[config.mk]
export PLATFORM = sky130hd
export DESIGN_NAME = yzd_regs
export DESIGN_NICKNAME = d
export VERILOG_FILES = /design/src/rtl/core/yaz0_stream_decompressor_core_assert.svh /design/src/rtl/core/yzd_pkg.sv /design/src/rtl/core/yzd_regs.sv
export SDC_FILE = /design/constraint.sdc
export NUM_CORES = 1
export LEC_CHECK = 0
export BUFFER_PORTS_ARGS = -buffer_cell sky130_fd_sc_hd__clkbuf_2
export CORE_MARGIN = 10
export CORE_UTILIZATION = 49
export CTS_CLUSTER_DIAMETER = 100
export DETAILED_ROUTE_END_ITERATION = 8
export PLACE_DENSITY_LB_ADDON = 0.1
export SLEW_MARGIN = 40
export SYNTH_ARGS = -nofsm -noshare
export SYNTH_HDL_FRONTEND = slang
export SYNTH_SLANG_ARGS = --single-unit
export TNS_END_PERCENT = 100
[constraint.sdc]
create_clock -name i_clk -period 2.3 [get_ports i_clk]
set_input_delay 0 -clock i_clk [delete_from_list [all_inputs] [get_ports i_clk]]
set_output_delay 0 -clock i_clk [all_outputs]
set_load 0.02 [all_outputs]
[src/rtl/core/yaz0_stream_decompressor_core_assert.svh]
// assertion macros used by the decompressor datapath
`ifndef YAZ0_STREAM_DECOMPRESSOR_CORE_ASSERT_SVH
`define YAZ0_STREAM_DECOMPRESSOR_CORE_ASSERT_SVH
`ifndef SYNTHESIS
// same-cycle implication, clocked on i_clk, off during reset
`define YZD_ASSERT(label, ante, cons) \
    label: assert property (@(posedge i_clk) disable iff (!i_rst_n) (ante) |-> (cons)) \
        else $error("yzd assertion failed");
// next-cycle implication, clocked on i_clk, off during reset
`define YZD_ASSERT_NEXT(label, ante, cons) \
    label: assert property (@(posedge i_clk) disable iff (!i_rst_n) (ante) |=> (cons)) \
        else $error("yzd assertion failed");
`else
`define YZD_ASSERT(label, ante, cons)
`define YZD_ASSERT_NEXT(label, ante, cons)
`endif
`endif

[src/rtl/core/yzd_pkg.sv]
// types, constants and helpers of the yaz0 stream decompressor
package yzd_pkg;

    localparam int HIST_DEPTH = 4096;
    localparam int HIST_AW    = $clog2(HIST_DEPTH);
    localparam int OUT_LANES  = 8;
    localparam int LANE_AW    = (OUT_LANES > 1) ? $clog2(OUT_LANES) : 1;
    localparam int CNT_W      = 4;
    localparam int CFG_W      = 24;
    localparam int REM_W      = 9;

    localparam logic [CFG_W-1:0] MAX_RESET   = 24'hFFFFFF;
    localparam logic [7:0]       FLAG_LIT    = 8'h80;
    localparam logic [7:0]       LEN3_BIAS   = 8'h12;
    localparam logic [3:0]       HDR_LAST    = 4'h0F;
    localparam logic [3:0]       HDR_LEN_LO  = 4'd4;
    localparam logic [3:0]       HDR_LEN_HI  = 4'd8;
    localparam logic [3:0]       CODE_FLAGS  = 4'd8;
    localparam logic [CNT_W-1:0] LANES_FULL  = CNT_W'(OUT_LANES);

    // apb register offsets
    localparam logic REG_SKIP = 1'b0;
    localparam logic REG_MAX  = 1'b1;

    typedef enum logic [2:0] {
        PH_HEADER,
        PH_CODE,
        PH_TOKEN,
        PH_REF1,
        PH_REF2,
        PH_DONE
    } t_phase;

    typedef enum logic [1:0] {
        ST_IDLE,
        ST_RD,
        ST_WR,
        ST_EMIT
    } t_state;

    // controller to datapath
    typedef struct packed {
        logic accept;
        logic rd;
        logic put;
        logic emit;
    } t_cmd;

    // datapath to controller
    typedef struct packed {
        logic lit_start;
        logic copy_start;
        logic need_slot;
        logic slot_free;
        logic copy_more;
        logic has_emit;
    } t_stat;

    // magic word "Yaz0", one byte per header position
    function automatic logic [7:0] magic_byte(input logic [1:0] idx);
        logic [7:0] v;
        case (idx)
            2'd0:    v = "Y";
            2'd1:    v = "a";
            2'd2:    v = "z";
            default: v = "0";
        endcase
        return v;
    endfunction

endpackage

[src/rtl/core/yzd_regs.sv]
// apb configuration registers skip_bytes and max_out
module yzd_regs import yzd_pkg::*; (
    input  logic             i_clk,
    input  logic             i_rst_n,
    input  logic             psel,
    input  logic             penable,
    input  logic             pwrite,
    input  logic [2:0]       paddr,
    input  logic [31:0]      pwdata,
    output logic [31:0]      prdata,
    output logic             pready,
    output logic [CFG_W-1:0] o_skip,
    output logic [CFG_W-1:0] o_max
);
    logic [CFG_W-1:0] r_skip, n_skip;
    logic [CFG_W-1:0] r_max, n_max;
    logic             wr_en;

    assign wr_en  = psel && penable && pwrite;
    assign pready = 1'b1;

    // register write decode
    always_comb begin
        n_skip = r_skip;
        n_max  = r_max;
        if (wr_en && paddr[2] == REG_SKIP && paddr[1:0] == 2'd0) begin
            n_skip = pwdata[CFG_W-1:0];
        end
        if (wr_en && paddr[2] == REG_MAX && paddr[1:0] == 2'd0) begin
            n_max = pwdata[CFG_W-1:0];
        end
    end

    always_ff @(posedge i_clk) begin
        if (!i_rst_n) begin
            r_skip <= '0;
            r_max  <= MAX_RESET;
        end else begin
            r_skip <= n_skip;
            r_max  <= n_max;
        end
    end

    // read back
    assign prdata = (paddr[2] == REG_MAX) ? {8'd0, r_max} : {8'd0, r_skip};
    assign o_skip = r_skip;
    assign o_max  = r_max;
endmodule

# After elaboration in Yosys (flattened, before gate mapping)
# Index checks and enable logic that the tools add are counted.
# totals
out_inout_bits	81
elab_cells	11
ff_bits	48
# classes
n_bitwise	1
reduce_logical	7
mux	1
# op_table
op	count
24-bit two-way mux	1
1-bit logical AND	6
2-bit logical NOT	1
1-bit inverter	1

# Depth between registers and ports, before layout
# Gate-level depths: netlist of the first run.
# logic_depth
word_depth	4
depth_mapped	5

# Worst setup path after synthesis of the first run
# OpenSTA, ideal clock, no wires.
# synth_timing
path_kind	input -> register
startpoint	input port paddr[2]
endpoint	register r_skip[0] (netlist: o_skip[0])
path_stages	5
path_buffers	2
arrival_time_ns	0.953
setup_ns	0.072
path_slack_ns	1.275
cell_sequence	buf_6 -> nand4b_4 -> nor3_4 -> buf_8 -> mux2i_1
# synth_between
elab_chain_cells	3
# synth_rtl
item	line_no	rtl
start: declaration	yzd_regs.sv:8	input logic [2:0] paddr,
1-bit inverter	yzd_regs.sv:26	if (wr_en && paddr[2] == REG_SKIP && paddr[1:0] == 2'd0) begin
1-bit logical AND (2 in a row)	yzd_regs.sv:26	
end signal: assignment	yzd_regs.sv:39	r_skip <= n_skip;
end: declaration	yzd_regs.sv:15	logic [CFG_W-1:0] r_skip, n_skip;
# No other way between the ends.
# A chain may end at the register's enable or synchronous reset.

# Worst setup path after layout of the first run
# layout_timing
startpoint	register r_max[10] (netlist: o_max[10])
endpoint	output port prdata[10]
# layout_between
elab_chain_cells	1
# layout_rtl
item	line_no	rtl
start: declaration	yzd_regs.sv:16	logic [CFG_W-1:0] r_max, n_max;
start signal: assignment	yzd_regs.sv:40	r_max <= n_max;
24-bit two-way mux	yzd_regs.sv:45	assign prdata = (paddr[2] == REG_MAX) ? {8'd0, r_max} : {8'd0, r_skip};
end: declaration	yzd_regs.sv:10	output logic [31:0] prdata,
# No other way between the ends.

==> results of run 1 <==
[worst paths after layout]
kind         startpoint    endpoint  slack [ns]  cells past startpoint
min            paddr[0]   o_skip[1]        0.24                      4
max           o_max[10]  prdata[10]        1.23                      2
min reg2reg  o_skip[15]  o_skip[15]        0.48                      2
max reg2reg   o_max[10]   o_max[10]        1.65                      2
[synth_stat cells]
| cell | instances |
|---|---|
| mux2_2 | 24 |
| buf_6 | 3 |
| nor3_4 | 2 |
| buf_4 | 9 |
| clkbuf_1 | 10 |
| mux2i_1 | 48 |
| buf_8 | 2 |
| dfxtp_1 | 48 |
| nand2_1 | 48 |
| conb_1 | 2 |
| nor2b_1 | 48 |
| nand4b_4 | 1 |
| nand4_1 | 1 |
| buf_2 | 2 |
[repair_timing]
action                                 in CTS  in global routing
setup endpoints to repair                   0                  0
hold buffers                               24                  0
endpoints found under the hold margin      46                  0
[through the flow]
stage,setup slack (ns),area [sq um]
floorplan,1.28,2470
detailed placement,1.16,2930
CTS,1.22,3260
global route,1.19,3260
finish,1.23,3260
global placement,1.19,2930
[power by group through the flow]
stage | clock (mW) | combinational (mW) | sequential (mW)
3_5_place_dp | 0 | 0.233 | 0.861
5_1_grt | 0.559 | 0.288 | 0.842
2_1_floorplan | 0 | 0.160 | 0.868
4_1_cts | 0.526 | 0.266 | 0.841
6_report | 0.509 | 0.264 | 0.841
3_3_place_gp | 0 | 0.231 | 0.860
[layout make-up]
cell class	instances	area share, %
multi-input combinational	181	40.8
sequential	48	29.5
timing repair buffer	132	24.4
clock buffer	8	2.77
tap	67	2.57
[critical path, delay by kind of cell (launching register included)]
kind,cells,cell delay (ns)
muxes,1,0.28
buffers and inverters,1,0.16
DFF,1,0.35
[kinds of logic after synthesis]
group	Yosys count
simple gates	100
other cells	2
mux	72
buf+inv	26
flops	48
[registers in the layout, indices dropped and copies added (netlist names)]
| signal | cells |
|---|---|
| o_skip | 24 |
| o_max | 24 |
[per-layer routing]
metal  part of all wire (%)  vias up  global-route usage [%]
met1                     44      885                    16.5
met5                      0        -                       0
li1                       -     1036                       -
met4                   0.97        0                    3.98
met3                    9.3        5                    6.48
met2                     46       71                    24.3
==> metrics.yaml, run 1 <==
syn_avg_cell_area_sq_um: 9.84
status: "complete, no violations"
grt_pass1_wl_um: 10200
dieHeight_um: 90.6
post_cts_buffers: 0
crit_path_end_kind: "primary output"
max-vdd-ir-drop_mv: 0.252
layout_commonest_cell: "clkbuf_2"
drv_cap: 0
grt_max_degree: 97
drt_iter0_markers: 91
multiInputGateArea_sq_um: 1330
start_util_pct: 51.0
fin_hold_ws_ns: 0.237
yosys.area_share.simple_pct: 22.2
finalPower_mw: 1.61
syn-cell-area_sq_um: 2440
wl_um: 6090
drt_pass1_iterations: 3
layoutNonFillerInstCount: 436
cp_max_fo: 3
sequentialPowerShare_pct: 52.1
num_io_pins: 121
path_class: "reg -> out"
n_fill_cell: 406
cts_tree: "built"
syn_inst: 248
die_area_sq_um: 8200
n_antenna_cell: 0
drtAntennaViolNets: 0
relSlewSlack_pct: 51.3
setup_viol: 0
dp.cells: 404
fmax_mhz: 935
io_buffers: 103
synth_adder_area_share_pct: 0
clock-sinks: 48
cp_slowest_cell: "dfxtp_1"
h-tree-depth: 2
cp_cell_sequence: "mux2_2 -> clkbuf_2"
cts_resized: 0
hpwl_um: 4320
required_ns: 2.30
mostFrequentLayoutCells: "103 x clkbuf_2, 48 x nand2_1, 48 x mux2i_1, 48 x nor2b_1, 48 x dfxtp_1"
track_usage_pct: 14.6
ys_warn_count: 0
grt_pass1_vias: 2103
clock_path_buffers: 2
synth_top_area_cell: "dfxtp_1"
grt.overflow.total: 0
arrival_ns: 1.07
switchingPower_mw: 0.411
die_w_um: 90.6
synth_compound_area_share_pct: 0
root_buffer: "clkbuf_8"
tns_ns: 0
hold_viol_final: 0
combPwrFrac_pct: 16.4
drive_gt1_share_pct: 38.2
hold_path_class: "in -> reg"
wire_per_inst_um: 14.0
ys_seq_area_share_pct: 39.4
row_count: 25
ys_types: 14
ys_top_cells_by_area: "dfxtp_1 39%, mux2i_1 20%, nor2b_1 12%, mux2_2 11%, nand2_1 7.4%"
swShare_pct: 25.4
synth_top_area_share_pct: 39.4
vias: 1997
cts_buffers: 5
fin_crit_sh_pct: 46.5
slew_violations: 0
synth_top_family_by_area: "multiplexers"
synth.ff_latch_count: 48
coreArea_sq_um: 4790
antenna_found_initial: 0
gp_congestion: 0.701
min_period_ns: 1.07
nets: 408
rsz0062_at_grt: "no"
synth_xor_area_share_pct: 0
startpoint_type: "flop"
viasPerCell: 4.58
p_int_mw: 1.20
synthMuxAreaShare_pct: 30.8
drcViolationCount: 0
syn_to_final_growth_pct: 33.4
clk_latency_ns: 0.29
fin_worst_skew_ns: 0
leakage_nw: 1.37
power.density_nw_per_um2: 496
tightest_slew_ns: 0.731
utilization_pct: 68.0
critical-path-max-stage-delay_ns: 0.35
p_clk_share_pct: 31.5
clkTransAtPathRegs_ns: 0.08
regArea_sq_um: 961
Power figures use the tool's default switching activity.
==> run 2, diff against run 1 <==
--- a/config.mk
+++ b/config.mk
@@ -7,7 +7,7 @@
 export LEC_CHECK = 0
 export BUFFER_PORTS_ARGS = -buffer_cell sky130_fd_sc_hd__clkbuf_2
 export CORE_MARGIN = 10
-export CORE_UTILIZATION = 49
+export CORE_UTILIZATION = 46
 export CTS_CLUSTER_DIAMETER = 100
 export DETAILED_ROUTE_END_ITERATION = 8
 export PLACE_DENSITY_LB_ADDON = 0.1
==> constraint.sdc (replaced) <==
create_clock -name i_clk -period 1 [get_ports i_clk]
set_input_delay 0 -clock i_clk [delete_from_list [all_inputs] [get_ports i_clk]]
set_output_delay 0 -clock i_clk [all_outputs]
set_load 0.02 [all_outputs]
==> run 2 against run 1 <==
  * The run now ends with negative setup slack left
  * Critical path depth did not move
  * Routed wire length up 28%
  * Via count is 14% higher
  * Clock power increased by 140%
  * First-iteration DRC count is 56% lower
  * Count of clock-buffer cells in the layout is 1 lower
  * Utilization rose by 12 points
  * Global-route usage is 2.8 points higher
  * Clock skew did not move
  * Non-clock buffer count rose by 52
  * Register-to-register slack worse by 1.5 ns
  * Critical endpoint is now prdata[0]
==> metrics.yaml, run 2 (synthesis gave the netlist of run 1 again) <==
required_ns: 1.00
status: "finished with violations"
hold_path_class: "in -> reg"
wire_per_inst_um: 15.9
grt.overflow.total: 0
hpwl_um: 4610
antenna_found_initial: 0
wl_um: 7810
h-tree-depth: 2
startpoint_type: "flop"
grt_max_degree: 49
start_util_pct: 47.5
drcViolationCount: 0
clk_latency_ns: 0.29
fmax_mhz: 958
drv_cap: 0
power.density_nw_per_um2: 981
clock_path_buffers: 2
drt_pass1_iterations: 4
cts_tree: "built"
row_count: 26
leakage_nw: 1.82
vias: 2279
violations: "negative setup slack"
fin_worst_skew_ns: 0
setup_viol: 24
finalWorstSetupSlack_ns: -0.0437
rr_startpoint: "o_max[13]"
layout_commonest_cell: "clkbuf_2"
min_period_ns: 1.04
drt_iter0_markers: 40
post_dp_cell_area_sq_um: 3020
die_area_sq_um: 8620
arrival_ns: 1.04
nets: 460
rsz0062_at_grt: "yes"
finalPower_mw: 4.02
hold_viol_final: 0
fin_hold_ws_ns: 0.189
gp_congestion: 0.697
fin_crit_sh_pct: 104
syn_to_final_growth_pct: 67.7
clkTransAtPathRegs_ns: 0.09
n_antenna_cell: 0
cts_buffers: 5
final_area_sq_um: 4090
post-place-ws_ns: -0.00616
path_class: "reg -> out"
io_buffers: 103
grt_pass1_vias: 2401
tns_ns: -0.718
cp_max_fo: 3
track_usage_pct: 17.4
slew_violations: 0
num_io_pins: 121
n_fill_cell: 351
root_buffer: "clkbuf_8"
grt_pass1_wl_um: 12300
drive_gt1_share_pct: 57.6
max-vdd-ir-drop_mv: 0.616
crit_start: "o_skip[0]"
coreArea_sq_um: 5140
die_w_um: 92.8
viasPerCell: 4.65
hp-start: "i_rst_n"
clock-sinks: 48
dieHeight_um: 92.8
mostFrequentLayoutCells: "79 x clkbuf_2, 53 x buf_4"
drtAntennaViolNets: 0
crit_path_end_kind: "primary output"
-- run 2: changes by cell type in the layout (fill, tap and decap cells not counted) --
cell      change
buf_12        +4
buf_4        +48
buf_8        +24
clkbuf_1      -2
clkbuf_2     -24
clkbuf_8      +1
dfxtp_1      -48
dfxtp_2      +48
mux2_2       -23
mux2_4       +23
-- run 2: path summary, 6_finish.rpt --
check / slack, ns / cells after the start / to
worst min register to register: 0.48 / 2 / o_skip[0]
worst min-delay path: 0.19 / 4 / o_skip[18]
worst max register to register: 0.19 / 3 / o_max[13]
worst max-delay path: -0.04 / 2 / prdata[0]
-- run 2: through the flow --
| step | cells | utilization (%) |
|---|---|---|
| finish | 490 | 79.6 |
| floorplan | 255 | - |
| global route | 490 | 79.6 |
| detailed placement | 412 | 58.7 |
| global placement | 412 | 58.7 |
| CTS | 490 | 78.0 |
-- run 2: per-layer routing --
layer / track usage [%] / up-vias / wire length, um
met5: 0 / - / 0
met4: 3.98 / 0 / 104
met3: 6.46 / 9 / 523
met2: 31.6 / 71 / 4080
met1: 18.7 / 1057 / 3100
li1: - / 1142 / -
-- run 2: timing repair --
action / 4_1_cts / 5_1_grt
buffers inserted: 47 / 0
endpoints found under the hold margin: 47 / 0
gates cloned: 0 / 0
gates resized for setup: 105 / 38
hold buffers: 24 / 0
setup endpoints to repair: 24 / 24
-- run 2: worst max-delay path, stage by stage (launching register included) --
cell and delay (ns):
dfxtp_2 0.34, mux2_4 0.28, buf_8 0.13
-- run 2: cell type report --
cell class,count,area [sq um],share of cell area (%)
Multi-Input combinational cell,181,1410,34.5
Clock buffer,7,96.3,2.35
Timing Repair Buffer,184,1470,36.0
Sequential cell,48,1020,24.9
Tap cell,70,87.6,2.14
-- run 2: power breakdown --
| group | switching [mW] | internal (mW) |
|---|---|---|
| sequential | 0.00867 | 1.92 |
| combinational | 0.386 | 0.459 |
| clock | 0.621 | 0.617 |
| total | 1.02 | 3.00 |
==> run 3, diff against run 2 <==
--- a/config.mk
+++ b/config.mk
@@ -7,9 +7,10 @@
 export LEC_CHECK = 0
 export BUFFER_PORTS_ARGS = -buffer_cell sky130_fd_sc_hd__clkbuf_2
 export CORE_MARGIN = 10
-export CORE_UTILIZATION = 46
+export CORE_UTILIZATION = 49
 export CTS_CLUSTER_DIAMETER = 100
 export DETAILED_ROUTE_END_ITERATION = 8
+export MAX_ROUTING_LAYER = met4
 export PLACE_DENSITY_LB_ADDON = 0.1
 export SLEW_MARGIN = 40
 export SYNTH_ARGS = -nofsm -noshare
==> constraint.sdc (replaced) <==
create_clock -name i_clk -period 1.31 [get_ports i_clk]
set_input_delay 0 -clock i_clk [delete_from_list [all_inputs] [get_ports i_clk]]
set_output_delay 0 -clock i_clk [all_outputs]
set_load 0.02 [all_outputs]
==> run 3 against run 2 <==
  * The run now ends clean
  * Via count shrank 12%
  * Critical path depth is the same
  * Combinational power shrank 44%
  * Total power shrank 29%
  * Final area shrank 19%
  * Setup slack gained 0.27 ns
  * Utilization shrank 11 points
  * Sequential share of layout area grew 4.1 points
  * Highest routed layer unchanged
==> metrics.yaml, run 3 (synthesis gave the netlist of run 1 again) <==
status: "complete, no violations"
finalWorstSetupSlack_ns: 0.227
wire_per_inst_um: 14.1
clkTransAtPathRegs_ns: 0.09
critical-path-max-stage-delay_ns: 0.35
clk_latency_ns: 0.29
grt_pass1_wl_um: 10000
holdPathStages: 4
num_io_pins: 121
die_w_um: 90.6
hp-start: "i_rst_n"
fin_worst_skew_ns: 0
min_period_ns: 1.08
track_usage_pct: 15.0
hold_buffers: 24
root_buffer: "clkbuf_8"
cp_slowest_cell: "dfxtp_1"
finalPower_mw: 2.85
path_class: "reg -> out"
crit_start: "o_max[10]"
r2r_slack_ns: 0.62
arrival_ns: 1.08
fmax_mhz: 923
drive_gt1_share_pct: 38.9
grt.overflow.total: 0
fin_hold_ws_ns: 0.198
clock-sinks: 48
nets: 409
drcViolationCount: 0
die_area_sq_um: 8200
wl_um: 6160
dieHeight_um: 90.6
cts_buffers: 5
leakage_nw: 1.39
drt_iter0_markers: 56
hpwl_um: 4320
antenna_found_initial: 0
rsz0062_at_grt: "no"
dp.cells: 405
n_antenna_cell: 0
max-vdd-ir-drop_mv: 0.657
row_count: 25
layout_commonest_cell: "clkbuf_2"
start_util_pct: 51.0
mostFrequentLayoutCells: "103 x clkbuf_2, 48 x nand2_1, 48 x mux2i_1, 48 x nor2b_1, 48 x dfxtp_1"
drt_pass1_iterations: 4
rr_startpoint: "o_max[0]"
post-place-ws_ns: 0.321
cts_tree: "built"
hold_viol_final: 0
viasPerCell: 4.58
hold_end: "o_skip[11]"
gp_congestion: 0.675
fin_crit_sh_pct: 82.7
cp_max_fo: 3
startpoint_type: "flop"
post_cts_buffers: 0
vias: 2003
layoutNonFillerInstCount: 437
grt_max_degree: 97
slew_violations: 0
drtAntennaViolNets: 0
crit_path_end_kind: "primary output"
power.density_nw_per_um2: 864
tns_ns: 0
grt_pass1_vias: 2041
coreArea_sq_um: 4790
drv_cap: 0
reg2reg_depth: 2
syn_to_final_growth_pct: 35.3
required_ns: 1.31
hold_path_class: "in -> reg"
n_fill_cell: 421
cts_resized: 0
r2r_end: "o_max[0]"
io_buffers: 103
h-tree-depth: 2
cp_cell_sequence: "mux2_2 -> clkbuf_2"
clock_path_buffers: 2
setup_viol: 0
## run 3: cell count changes in the layout (fill, tap and decap cells not counted)
| cell | previous run | this run |
|---|---|---|
| dfxtp_1 | 0 | 48 |
| buf_8 | 24 | 0 |
| mux2_4 | 23 | 0 |
| buf_4 | 53 | 3 |
| mux2_2 | 1 | 24 |
| dfxtp_2 | 48 | 0 |
| buf_12 | 4 | 3 |
| clkbuf_2 | 79 | 103 |
| clkbuf_8 | 7 | 6 |
| clkinv_2 | 0 | 2 |
## run 3: final cells by class
type | count | area [sq um] | share of cell area, %
clock buffers | 6 | 82.6 | 2.50
clock inverters | 2 | 10.0 | 0.303
multi-input cells | 181 | 1330 | 40.2
flip-flops and latches | 48 | 961 | 29.1
well taps | 67 | 83.8 | 2.54
repair buffers | 133 | 838 | 25.4
## run 3: stage by stage
stage	area [sq um]	utilization (%)
2_1_floorplan	2470	-
3_3_place_gp	2970	62.1
3_5_place_dp	2970	62.1
4_1_cts	3300	69.0
5_1_grt	3300	69.0
6_report	3300	69.0
## run 3: worst max-delay path by stage
stage            endpoint  slack, ns
5_1_grt        prdata[10]       0.19
6_report       prdata[10]       0.23
2_1_floorplan   o_skip[0]       0.29
4_1_cts        prdata[23]       0.22
3_5_place_dp    o_skip[3]       0.32
3_3_place_gp   o_skip[22]       0.35
## run 3: worst max-delay path, delay by kind of cell, from the launching register on
| family | cells | cell delay, ns |
|---|---|---|
| flip-flops | 1 | 0.35 |
| multiplexers | 1 | 0.27 |
| buffers and inverters | 1 | 0.16 |
## run 3: power by group
part | leakage, nW | internal [mW] | switching (mW)
registers | 0.388 | 1.47 | 0.00810
clock network | 0.0510 | 0.422 | 0.481
logic | 0.948 | 0.222 | 0.253
total | 1.39 | 2.11 | 0.742
## run 3: metal layers
metal | global-route usage, % | part of all wire, % | vias up
met1 | 18.5 | 47 | 890
met5 | - | 0 | -
met3 | 5.49 | 7.1 | 4
li1 | - | - | 1036
met2 | 22.4 | 45 | 73
met4 | 3.98 | 0.54 | 0
