`src/rtl/core/yaz0_stream_decompressor_core_assert.svh`:
```
// assertion macros used by the decompressor datapath
`ifndef YAZ0_STREAM_DECOMPRESSOR_CORE_ASSERT_SVH
`define YAZ0_STREAM_DECOMPRESSOR_CORE_ASSERT_SVH
`ifndef SYNTHESIS
// same-cycle implication, clocked on i_clk, off during reset
`define YZD_ASSERT(label, ante, cons) \
    label: assert property (@(posedge i_clk) disable iff (!i_rst_n) (ante) |-> (cons)) \
        else $error("yzd assertion failed");
// next-cycle implication, clocked on i_clk, off during reset
`define YZD_ASSERT_NEXT(label, ante, cons) \
    label: assert property (@(posedge i_clk) disable iff (!i_rst_n) (ante) |=> (cons)) \
        else $error("yzd assertion failed");
`else
`define YZD_ASSERT(label, ante, cons)
`define YZD_ASSERT_NEXT(label, ante, cons)
`endif
`endif

```
`src/rtl/core/yzd_pkg.sv`:
```
// types, constants and helpers of the yaz0 stream decompressor
package yzd_pkg;

    localparam int HIST_DEPTH = 4096;
    localparam int HIST_AW    = $clog2(HIST_DEPTH);
    localparam int OUT_LANES  = 8;
    localparam int LANE_AW    = (OUT_LANES > 1) ? $clog2(OUT_LANES) : 1;
    localparam int CNT_W      = 4;
    localparam int CFG_W      = 24;
    localparam int REM_W      = 9;

    localparam logic [CFG_W-1:0] MAX_RESET   = 24'hFFFFFF;
    localparam logic [7:0]       FLAG_LIT    = 8'h80;
    localparam logic [7:0]       LEN3_BIAS   = 8'h12;
    localparam logic [3:0]       HDR_LAST    = 4'h0F;
    localparam logic [3:0]       HDR_LEN_LO  = 4'd4;
    localparam logic [3:0]       HDR_LEN_HI  = 4'd8;
    localparam logic [3:0]       CODE_FLAGS  = 4'd8;
    localparam logic [CNT_W-1:0] LANES_FULL  = CNT_W'(OUT_LANES);

    // apb register offsets
    localparam logic REG_SKIP = 1'b0;
    localparam logic REG_MAX  = 1'b1;

    typedef enum logic [2:0] {
        PH_HEADER,
        PH_CODE,
        PH_TOKEN,
        PH_REF1,
        PH_REF2,
        PH_DONE
    } t_phase;

    typedef enum logic [1:0] {
        ST_IDLE,
        ST_RD,
        ST_WR,
        ST_EMIT
    } t_state;

    // controller to datapath
    typedef struct packed {
        logic accept;
        logic rd;
        logic put;
        logic emit;
    } t_cmd;

    // datapath to controller
    typedef struct packed {
        logic lit_start;
        logic copy_start;
        logic need_slot;
        logic slot_free;
        logic copy_more;
        logic has_emit;
    } t_stat;

    // magic word "Yaz0", one byte per header position
    function automatic logic [7:0] magic_byte(input logic [1:0] idx);
        logic [7:0] v;
        case (idx)
            2'd0:    v = "Y";
            2'd1:    v = "a";
            2'd2:    v = "z";
            default: v = "0";
        endcase
        return v;
    endfunction

endpackage

```
`src/rtl/core/yzd_ctrl.sv`:
```
// sequencer: input transfer, history read, byte write, result emit
module yzd_ctrl import yzd_pkg::*; (
    input  logic  i_clk,
    input  logic  i_rst_n,
    input  logic  i_in_valid,
    output logic  o_in_ready,
    input  t_stat i_st,
    output t_cmd  o_cmd
);
    t_state r_state, n_state;

    // state register
    always_ff @(posedge i_clk) begin
        if (!i_rst_n) begin
            r_state <= ST_IDLE;
        end else begin
            r_state <= n_state;
        end
    end

    // next state and commands
    always_comb begin
        n_state    = r_state;
        o_cmd      = '0;
        o_in_ready = 1'b0;
        case (r_state)
            ST_IDLE: begin
                o_in_ready = 1'b1;
                if (i_in_valid) begin
                    o_cmd.accept = 1'b1;
                    if (i_st.lit_start) begin
                        n_state = ST_WR;
                    end else if (i_st.copy_start) begin
                        n_state = ST_RD;
                    end else begin
                        n_state = ST_EMIT;
                    end
                end
            end
            ST_RD: begin
                o_cmd.rd = 1'b1;
                n_state  = ST_WR;
            end
            ST_WR: begin
                if (!(i_st.need_slot && !i_st.slot_free)) begin
                    o_cmd.put = 1'b1;
                    n_state   = i_st.copy_more ? ST_RD : ST_EMIT;
                end
            end
            ST_EMIT: begin
                if (!i_st.has_emit) begin
                    n_state = ST_IDLE;
                end else if (i_st.slot_free) begin
                    o_cmd.emit = 1'b1;
                    n_state    = ST_IDLE;
                end
            end
            default: begin
                n_state = ST_IDLE;
            end
        endcase
    end
endmodule

```
`config.mk`:
```
export PLATFORM = sky130hd
export DESIGN_NAME = yzd_ctrl
export DESIGN_NICKNAME = d
export VERILOG_FILES = /design/src/rtl/core/yaz0_stream_decompressor_core_assert.svh /design/src/rtl/core/yzd_pkg.sv /design/src/rtl/core/yzd_ctrl.sv
export SDC_FILE = /design/constraint.sdc
export NUM_CORES = 1
export LEC_CHECK = 0
export ABC_CLOCK_PERIOD_IN_PS = 1200
export BUFFER_PORTS_ARGS = -buffer_cell sky130_fd_sc_hd__clkbuf_2
export CORE_AREA = 4 4 41 43
export CTS_CLUSTER_DIAMETER = 100
export DETAILED_ROUTE_END_ITERATION = 6
export DIE_AREA = 0 0 45 47
export PLACE_DENSITY = 0.36
export SETUP_SLACK_MARGIN = 0.02
export SKIP_LAST_GASP = 1
export SYNTH_ARGS = -nofsm -noshare
export SYNTH_HDL_FRONTEND = slang
export SYNTH_SLANG_ARGS = --single-unit
```
`constraint.sdc`:
```
create_clock -name i_clk -period 1.2 [get_ports i_clk]
set_input_delay 0.06 -clock i_clk [delete_from_list [all_inputs] [get_ports i_clk]]
set_output_delay 0.06 -clock i_clk [all_outputs]
set_load 0.005 [all_outputs]
```
; ---- Yosys cells after proc, flatten, opt, wreduce, memory -nomap -nowiden
; Cells that the tools add are included.
[word_totals]
out_inout_bits = 5
wordCells = 28
inputBits = 9
reg_bits = 2
[op_classes]
mux = 17
reduce_logical = 4
n_eq_ne = 6
[ops]
columns = op, n
row1 = 2-bit 2-to-1 mux, 7
row2 = 1-bit 2-to-1 mux, 9
row3 = 2-bit case mux with 4 select lines, 1
row4 = 2-bit equality test (second input constant), 2
row5 = 2-bit != test (second input constant), 2
row6 = 3-bit != test (second input constant), 1
row7 = 3-bit AND reduction, 1
row8 = 2-bit by 1-bit equality test with 1-bit output (second input constant), 1
row9 = 2-bit logical NOT, 1
row10 = 1-bit logical AND, 1
row11 = 1-bit logical NOT, 1

; ---- Longest topological paths before layout
; Gate-level depths: netlist of the first run.
[logic_depth]
word_depth = 4
ltp_mapped = 4
ltp_nobuf = 4

; ---- Worst setup path after synthesis of the first run
; Ideal clock, no wire load.
[synth_timing]
kind = reg2reg
startpoint = register r_state[1]
endpoint = register r_state[1]
path_slack_ns = 0.286
path_stages_with_launch = 5
synth_period_minus_slack_ns = 0.914
path_buffers = 1
arrival_ns = 0.796
path_cell_list = dfxtp_1 buf_4 a21oi_1 nor2_1 o221a_1
[synth_between]
elab_chain_len = 3
word_cells_on_any_way = 9
classes_between = 6 x eq/ne / 1 x mux / 2 x reduce/logical
[synth_rtl]
columns = item, line
row1 = from (decl), yzd_ctrl.sv:10  ; t_state r_state, n_state;
row2 = from (signal assigned), yzd_ctrl.sv:17  ; r_state <= n_state;
row3 = 2-bit equality test or 2-bit logical NOT (tied branches), yzd_ctrl.sv:26  ; case (r_state)
row4 = 3-bit != test (no source line) or 2-bit != test (tied branches), -
row5 = 3-bit AND reduction (no source line), -
; Several ways; a longest one is shown, not always the timed one.
; A chain may end at the register's enable or synchronous reset.

==> results of run 1 <==
per-stage QoR:
step                      hold WS (ns)  total power, mW
final                           0.0868            0.324
after global routing            0.0852            0.359
after CTS                       0.0730            0.337
after detailed placement         0.311            0.179
after global placement           0.319            0.180
after floorplan                  0.202            0.145
layout make-up:
| class | count | area share, % |
|---|---|---|
| flip-flops and latches | 2 | 13.6 |
| multi-input cells | 21 | 50.4 |
| repair buffers | 13 | 22.0 |
| well taps | 15 | 6.36 |
| clock buffers | 3 | 7.63 |
where the power goes:
part	switching, mW	total (mW)	internal (mW)
Combinational	0.0365	0.0856	0.0490
Sequential	0.0165	0.0914	0.0749
Clock	0.0365	0.147	0.110
cells in the final DEF (no fill, tap or decap):
master,Yosys,final
nor2b_2,1,1
dfxtp_1,2,2
and2_1,1,1
o21ai_0,1,1
a21oi_1,2,2
and4_1,1,1
nand2_1,2,2
clkbuf_2,0,13
a21oi_2,1,1
nor3b_1,1,1
nand3b_1,1,1
nor2b_1,1,1
o221a_1,1,1
clkbuf_4,0,3
nor3b_2,1,1
nor2_1,3,3
nand4b_1,1,1
a211o_1,1,1
nand2b_1,1,1
nand2b_4,1,1
critical path, stage by stage (launching register included):
cell and delay (ns):
dfxtp_1 0.47, nor3b_1 0.21, clkbuf_2 0.14
worst max-delay path by stage:
stage                       to        from  depth (start not counted)  slack, ns
finish                o_cmd[1]  r_state[1]                          2       0.10
floorplan           r_state[1]  r_state[1]                          4       0.29
CTS                   o_cmd[1]  r_state[1]                          2        0.1
detailed placement  r_state[0]  r_state[1]                          3       0.19
global route          o_cmd[1]  r_state[1]                          2       0.03
global placement    r_state[0]  r_state[1]                          3       0.19
routing by layer:
metal	part of all wire, %	global-route usage, %
met5	0	0
met4	0	7.02
met3	9.3	4.98
met2	50	9.32
met1	41	5.43
cells by family after synthesis:
group	after synthesis
compound gates	6
buf+inv	2
flops	2
simple gates	15
==> impl_summary.log, run 1 <==
[metrics] Worst Setup Start Kind: flop
[metrics] count of input and output buffers: 13
[metrics] number of nets still failing antenna checks after routing: 0
[metrics] Horiz. Die Dim: 45 um
[metrics] pre-CTS setup slack: roughly 0.19 ns
[metrics] Die Y-Extent: approximately 47 um
[metrics] number of flip-flops under the largest register name: 2
[metrics] area fraction in compound gates after synthesis: between 20% and 30%
[metrics] max-slew headroom at the worst pin: ~80%
[metrics] mapped cell area: slightly above 200 sq um
[metrics] final number of max-transition violations: 0
[metrics] register with the most flip-flops: r_state
[metrics] arithmetic-cell share of the synthesized area counting full adders, half adders and majority gates: 0%
[metrics] static leakage power: about 0.14 nW
[metrics] Placement Rows: 13
[metrics] sinks on the clock net: 2
[metrics] async set-reset flop share out of synthesis: 0%
[metrics] count of antenna diodes in the layout: 0
[metrics] quantity of gates resized following cts: 0
[metrics] largest area contributor in the netlist: dfxtp_1
[metrics] detail-routed net length per standard cell: 9.57 um
[metrics] Fmax: a little over 900 MHz
[metrics] synthesized flop and latch total: 2
[metrics] number of vias after detailed routing: 229
[metrics] global-route wire length before repair: 869 um
[metrics] RSZ-0062 raised after global routing: false
[metrics] number of global-route vias before repair: 224
[metrics] xor and xnor fraction of the mapped netlist area: 0%
[metrics] endpoint class of the critical path: output port
[metrics] multiplexer fraction of the synthesized cell area: 0%
[metrics] startpoint of the tightest hold check path: i_rst_n
[metrics] Synth warnings: 0
[metrics] number of violations of the max-capacitance limit: 0
[metrics] Core Area: 1300 sq um
[metrics] drc violations: 0
[metrics] summed area of non-filler cells in the final layout: 295 sq um
[metrics] flop2flop setup slack: 0.17 ns
[metrics] arrival time at the worst endpoint: 1.04 ns
[metrics] outcome: completed
[metrics] number of DRC markers after the initial detailed-route iteration: 1
[metrics] data required time of the critical path: about 1.1 ns
[metrics] final-layout fill cell count: ~160
[metrics] Inserted Clock Buffers: 3
[metrics] count of different cell masters after synthesis: 20
[metrics] Routed WL: 517 um
[metrics] part of the Yosys area used for sequential elements: about 20%
[metrics] HPWL after DPL: between 400 and 500 um
[metrics] I/O pins: 14
[metrics] final core utilization: 22.7%
[metrics] number of cells produced by synthesis: 25
[metrics] net count of the finished layout: 50
[metrics] most instantiated library cell after synthesis: nor2_1
[metrics] flip-flop cell with the highest count after synthesis: dfxtp_1
[metrics] type of the tightest min-delay check: in -> reg
[metrics] Via density: 4.24
[metrics] all-layer global routing usage: under 10%
[metrics] number of enable-type register cells in the synthesized netlist: 0
[metrics] hold-critical path depth: 2
[metrics] Worst Reg2Reg Path Length in Cells: 3
[metrics] final clock period utilization by the worst path: 91.6%
[metrics] # placed instances: slightly above 50
[metrics] Commonest cells post-synth: nor2_1, a21oi_1, dfxtp_1, nand2_1
[metrics] time the final worst path needs with I/O delays and setup: 1.10 ns
[metrics] Initial DRT Pass Iterations: 3
[metrics] startpoint of the lowest-slack register-to-register path: r_state[1]
[metrics] clock tree buffer depth: 2
[metrics] area share of the leading cell type in the synthesized netlist: about a fifth
[metrics] main combinational cell family by area after synthesis: simple AND/OR/NAND/NOR gates
[metrics] leftover overflow at the end of global routing: 0
[metrics] Placement Cell Area: 273 sq um
[metrics] R2R Path End: r_state[0]
[metrics] Clock Pin Slew Worst Setup and Hold Paths: around 0.03 ns
[metrics] cell types with the largest area share after synthesis: dfxtp_1, nand2b_4, nor3b_2
[metrics] layout cells sized above 1: 51.3%
[metrics] maximum fanout encountered on the critical timing path: 10
[metrics] actual slew at the worst max-slew pin: 0.278 ns
[metrics] post-synthesis to final-layout area growth: 46.6%
[metrics] root buffer cell: clkbuf_4
[metrics] post-CTS setup buffer count: 0
[metrics] clock insertion delay at the later pin of the skew report: 0.22 ns
[metrics] mean area per synthesized cell: approximately 8 sq um
[metrics] # hold bufs at CTS: 0
[metrics] Placer Congestion: approximately 0.74
[metrics] maximum number of pins on one net before global-route repair: 11
[metrics] number of antenna violations at the first check in global routing: 0
[metrics] multi-input gate area in the final layout: 149 sq um
[metrics] hold-critical path endpoint: r_state[1]
[metrics] # setup viols final: 0
[metrics] sum of negative setup slack: 0 ns
[metrics] largest registers: r_state x2
[metrics] Final Worst Setup Slack: 0.100 ns
[metrics] total area of sequential cells: around 40 sq um
[metrics] critical path start-end classification: reg -> out
[metrics] maximum resistive drop on vdd: ~0.25 mV
[metrics] number of standard cells in the layout, taps in and fillers out: 54
[metrics] basic-gate share of the synthesized area counting and, or, nand and nor cells: a little over half
[metrics] DIE AREA: 2120 sq um
[metrics] number of failing hold endpoints at the final stage: 0
[metrics] clock tree from TritonCTS: yes
[metrics] number of nets in the synthesized netlist: 34
[metrics] power per unit of standard cell area: between 1000 and 1500 nW/um^2
[metrics] initial standard-cell utilization of the core: around 15%
[metrics] number of H-tree levels: 1
[metrics] Final Skew: 0.00172 ns
No activity file was read; power rests on OpenSTA's default activity.
==> run 2: changes to the inputs <==
CORE_AREA = 5 5 42 44   (was 4 4 41 43)
DIE_AREA = 0 0 47 49   (was 0 0 45 47)
==> impl_summary.log, run 2 (synthesized netlist as in run 1, its figures left out) <==
[metrics] type of the tightest min-delay check: in -> reg
[metrics] clock tree buffer depth: 2
[metrics] Via density: 4.05
[metrics] number of vias after detailed routing: 223
[metrics] Placement Rows: 14
[metrics] register with the most flip-flops: r_state
[metrics] maximum fanout encountered on the critical timing path: 10
[metrics] maximum number of pins on one net before global-route repair: 11
[metrics] Clock Pin Slew Worst Setup and Hold Paths: 0.03 ns
[metrics] Fmax: 982 MHz
[metrics] count of input and output buffers: 13
[metrics] final number of max-transition violations: 0
[metrics] switching power share of the total: 29.1%
[metrics] combinational power share: 25.6%
[metrics] detail-routed net length per standard cell: 9.98 um
[metrics] endpoint class of the critical path: output port
[metrics] number of antenna violations at the first check in global routing: 0
[metrics] static leakage power: around 0.14 nW
[metrics] Routed WL: 549 um
[metrics] number of global-route vias before repair: 208
[metrics] post-synthesis to final-layout area growth: 48.4%
[metrics] power per unit of standard cell area: 1120 nW/um^2
[metrics] final core utilization: 21.3%
[metrics] Initial DRT Pass Iterations: 3
[metrics] data required time of the critical path: 1.14 ns
[metrics] I/O pins: 14
[metrics] sequential share of power: between 20% and 30%
[metrics] sum of negative setup slack: 0 ns
[metrics] layout cells sized above 1: 56.4%
[metrics] time the final worst path needs with I/O delays and setup: 1.02 ns
[metrics] Worst Setup Start Kind: flop
[metrics] Inserted Clock Buffers: 3
[metrics] net count of the finished layout: 50
[metrics] root buffer cell: clkbuf_4
[metrics] number of nets still failing antenna checks after routing: 0
[metrics] Final Skew: about 0.0028 ns
[metrics] DIE AREA: 2300 sq um
[metrics] # hold bufs at CTS: 0
[metrics] max-slew headroom at the worst pin: 86.0%
[metrics] reported net switching power: a little under 0.1 mW
[metrics] clock tree from TritonCTS: yes
[metrics] Int Pwr: between 0.2 and 0.25 mW
[metrics] number of violations of the max-capacitance limit: 0
[metrics] outcome: completed
[metrics] maximum resistive drop on vdd: approximately 0.40 mV
[metrics] drc violations: 0
[metrics] highest-count cells in the layout ignoring fill and taps: clkbuf_2, nor2_1, clkbuf_4
[metrics] clock network fraction of total power: between 40% and 50%
[metrics] # setup viols final: 0
[metrics] sinks on the clock net: 2
[metrics] RSZ-0062 raised after global routing: false
[metrics] count of antenna diodes in the layout: 0
[metrics] initial standard-cell utilization of the core: between 10% and 20%
[metrics] leftover overflow at the end of global routing: 0
[metrics] Horiz. Die Dim: about 47 um
[metrics] Die Y-Extent: a little under 50 um
[metrics] summed area of non-filler cells in the final layout: around 300 sq um
[metrics] number of DRC markers after the initial detailed-route iteration: 8
[metrics] arrival time at the worst endpoint: 0.96 ns
[metrics] final clock period utilization by the worst path: 84.9%
[metrics] clock insertion delay at the later pin of the skew report: between 0.2 and 0.25 ns
[metrics] largest registers: r_state x2
[metrics] actual slew at the worst max-slew pin: around 0.21 ns
[metrics] number of flip-flops under the largest register name: 2
[metrics] Core Area: 1400 sq um
[metrics] all-layer global routing usage: 4.99%
[metrics] number of H-tree levels: 1
[metrics] critical path start-end classification: reg -> out
[metrics] Placer Congestion: 0.657
[metrics] most common cell after layout, fill and taps aside: clkbuf_2
[metrics] Placement Cell Area: 274 sq um
[metrics] number of failing hold endpoints at the final stage: 0
[metrics] global-route wire length before repair: 807 um
run 2: per-stage QoR:
stage / power [mW] / std cells / setup slack, ns / hold slack [ns]
3_5_place_dp: 0.180 / 52 / 0.181 / 0.314
2_1_floorplan: 0.145 / 25 / 0.286 / 0.202
5_1_grt: 0.362 / 55 / 0.0964 / 0.0698
6_report: 0.334 / 55 / 0.181 / 0.0673
4_1_cts: 0.343 / 55 / 0.0626 / 0.0655
3_3_place_gp: 0.182 / 52 / 0.200 / 0.319
run 2: worst paths after layout:
| check | startpoint | end | slack [ns] | cells past startpoint |
|---|---|---|---|---|
| min reg2reg | r_state[1] | r_state[0] | 0.56 | 2 |
| min | i_rst_n | r_state[1] | 0.07 | 2 |
| max reg2reg | r_state[1] | r_state[0] | 0.27 | 3 |
| max | r_state[1] | o_cmd[1] | 0.18 | 2 |
run 2: layout make-up:
| type | count | area, sq um |
|---|---|---|
| fill | 176 | 1100 |
| multi-input combinational | 21 | 149 |
| timing repair buffer | 13 | 65.1 |
| sequential | 2 | 42.5 |
| clock buffer | 3 | 22.5 |
| tap | 16 | 20.0 |
run 2: metal layers:
layer	wire length (um)	global-route usage, %
met1	267	5.90
met4	0	1.38
met5	0	0
met3	41	4.43
met2	240	6.56
run 2: power groups by stage:
stage | sequential, mW | clock [mW] | combinational [mW]
after floorplan | 0.0768 | 0 | 0.0682
after global placement | 0.0928 | 0 | 0.0890
after detailed placement | 0.0923 | 0 | 0.0877
after CTS | 0.0918 | 0.163 | 0.0876
after global routing | 0.0975 | 0.166 | 0.0976
final | 0.0940 | 0.154 | 0.0856
run 2: timing repair:
item / 4_1_cts / 5_1_grt
resized for setup: 0 / 2
setup endpoints to repair: 0 / 3
buffers inserted: 0 / 0
run 2: worst max-delay path, stage by stage (launching register included):
cell and delay [ns]:
dfxtp_2 0.40, nor3b_1 0.20, clkbuf_2 0.14
==> run 3: changes to the inputs <==
ABC_CLOCK_PERIOD_IN_PS = 900   (was 1200)
PLACE_DENSITY = 0.37   (was 0.36)
clock period = 0.9 ns   (was 1.2 ns; I/O delays follow)
==> impl_summary.log, run 3 (synthesized netlist as in run 1, its figures left out) <==
[metrics] Core Area: 1400 sq um
[metrics] Die Y-Extent: 49 um
[metrics] critical path start-end classification: reg -> reg
[metrics] Worst Setup Start Kind: flop
[metrics] Largest stage delay, worst path: 0.38 ns
[metrics] startpoint of the lowest-slack register-to-register path: r_state[1]
[metrics] Horiz. Die Dim: 47 um
[metrics] final-layout fill cell count: 168
[metrics] Final Skew: 0.00129 ns
[metrics] layout cells sized above 1: 69.8%
[metrics] final number of max-transition violations: 0
[metrics] flop2flop setup slack: -0.07 ns
[metrics] Placer Congestion: roughly 0.65
[metrics] startpoint of the tightest hold check path: i_rst_n
[metrics] number of flip-flops under the largest register name: 2
[metrics] # hold bufs at CTS: 0
[metrics] final clock period utilization by the worst path: 108%
[metrics] data required time of the critical path: 1.06 ns
[metrics] R2R Path End: r_state[0]
[metrics] DIE AREA: 2300 sq um
[metrics] root buffer cell: clkbuf_4
[metrics] final-layout worst hold slack: approximately 0.068 ns
[metrics] power per unit of standard cell area: 1400 nW/um^2
[metrics] number of failing hold endpoints at the final stage: 0
[metrics] arrival time at the worst endpoint: 1.12 ns
[metrics] Power Total: between 0.5 and 0.6 mW
[metrics] clock tree from TritonCTS: yes
[metrics] max-slew headroom at the worst pin: 85.1%
[metrics] hold-critical path endpoint: r_state[1]
[metrics] outcome: finished with violations
[metrics] Routed WL: roughly 640 um
[metrics] Inserted Clock Buffers: 3
[metrics] number of antenna violations at the first check in global routing: 0
[metrics] endpoint class of the critical path: flop
[metrics] all-layer global routing usage: under 10%
[metrics] summed area of non-filler cells in the final layout: 367 sq um
[metrics] leftover overflow at the end of global routing: 0
[metrics] # placed instances: 52
[metrics] violated checks: negative setup slack
[metrics] initial standard-cell utilization of the core: around 14%
[metrics] largest registers: r_state x2
[metrics] RSZ-0062 raised after global routing: true
[metrics] final core utilization: 26.2%
[metrics] global-route wire length before repair: 1120 um
[metrics] actual slew at the worst max-slew pin: ~0.22 ns
[metrics] number of vias after detailed routing: 249
[metrics] Clock Pin Slew Worst Setup and Hold Paths: 0.03 ns
[metrics] type of the tightest min-delay check: in -> reg
[metrics] Placement Cell Area: 278 sq um
[metrics] register with the most flip-flops: r_state
[metrics] sum of negative setup slack: -0.252 ns
[metrics] sinks on the clock net: 2
[metrics] post-synthesis to final-layout area growth: 82.0%
[metrics] I/O pins: 14
[metrics] time the final worst path needs with I/O delays and setup: 0.968 ns
[metrics] number of nets still failing antenna checks after routing: 0
[metrics] number of violations of the max-capacitance limit: 0
[metrics] number of global-route vias before repair: 274
[metrics] drc violations: 0
[metrics] cells traversed along the worst timing path: buf_6 -> nor2_1 -> a211o_1 -> a21oi_2
[metrics] Fmax: 1030 MHz
[metrics] Initial DRT Pass Iterations: 2
[metrics] number of standard cells in the layout, taps in and fillers out: 59
[metrics] maximum resistive drop on vdd: 0.498 mV
[metrics] number of DRC markers after the initial detailed-route iteration: 2
[metrics] Via density: 4.22
[metrics] count of antenna diodes in the layout: 0
[metrics] highest-count cells in the layout ignoring fill and taps: clkbuf_2, clkbuf_4, buf_6
[metrics] most common cell after layout, fill and taps aside: clkbuf_2
[metrics] clock tree buffer depth: 2
[metrics] slowest stage cell on the critical path: dfxtp_4
[metrics] count of input and output buffers: 13
[metrics] detail-routed net length per standard cell: about 11 um
[metrics] Placement Rows: 14
[metrics] static leakage power: around 0.17 nW
[metrics] maximum fanout encountered on the critical timing path: 6
[metrics] Worst Reg2Reg Path Length in Cells: 4
[metrics] clock insertion delay at the later pin of the skew report: 0.23 ns
[metrics] hold-critical path depth: 2
[metrics] maximum number of pins on one net before global-route repair: 9
[metrics] number of H-tree levels: 1
[metrics] # setup viols final: 6
[metrics] net count of the finished layout: between 50 and 60
[metrics] Final Worst Setup Slack: -0.0684 ns
[metrics] pre-CTS setup slack: -0.0946 ns
[run 3: cell count changes in the layout (fill, tap and decap cells not counted), sizes merged]
cell	delta
buf	+6
clkbuf	-2
[run 3: timing repair]
| item | 4_1_cts | 5_1_grt |
|---|---|---|
| buffers inserted | 3 | 1 |
| endpoints found under the setup margin | 7 | 7 |
| resized for setup | 10 | 3 |
| pin swaps | 3 | 1 |
[run 3: how the worst max path moves through the flow]
stage	startpoint	endpoint
floorplan	r_state[1]	r_state[1]
global placement	r_state[1]	r_state[0]
detailed placement	r_state[1]	r_state[0]
CTS	r_state[1]	o_cmd[3]
global route	r_state[1]	r_state[0]
finish	r_state[1]	r_state[0]
[run 3: metal layers]
metal / wire [um] / GRT usage, % / vias to the layer above / share of wire [%]
li1: - / - / 126 / -
met1: 280 / 7.22 / 117 / 44
met2: 314 / 9.95 / 6 / 49
met3: 46 / 4.06 / 0 / 7.2
met4: 0 / 4.15 / 0 / 0
met5: 0 / 0 / - / 0
[run 3: final cells by class]
cell class                      count  area (sq um)  area share, %
Multi-Input combinational cell     21           168           45.7
Timing Repair Buffer               17           109           29.7
Sequential cell                     2          47.5           13.0
Clock buffer                        3          22.5           6.14
Tap cell                           16          20.0           5.46
[run 3: critical path, delay by kind of cell, from the launching register on]
| kind | cells | cell delay, ns |
|---|---|---|
| DFF | 1 | 0.38 |
| AOI/OAI and AO/OA | 2 | 0.36 |
| and+or+nand+nor | 1 | 0.04 |
| buffers and inverters | 1 | 0.12 |
[run 3: where the power goes]
group,leakage [nW],internal [mW],switching [mW],total (mW)
Combinational,0.140,0.112,0.0691,0.181
Clock,0.0138,0.148,0.0573,0.205
Sequential,0.0178,0.102,0.0238,0.126
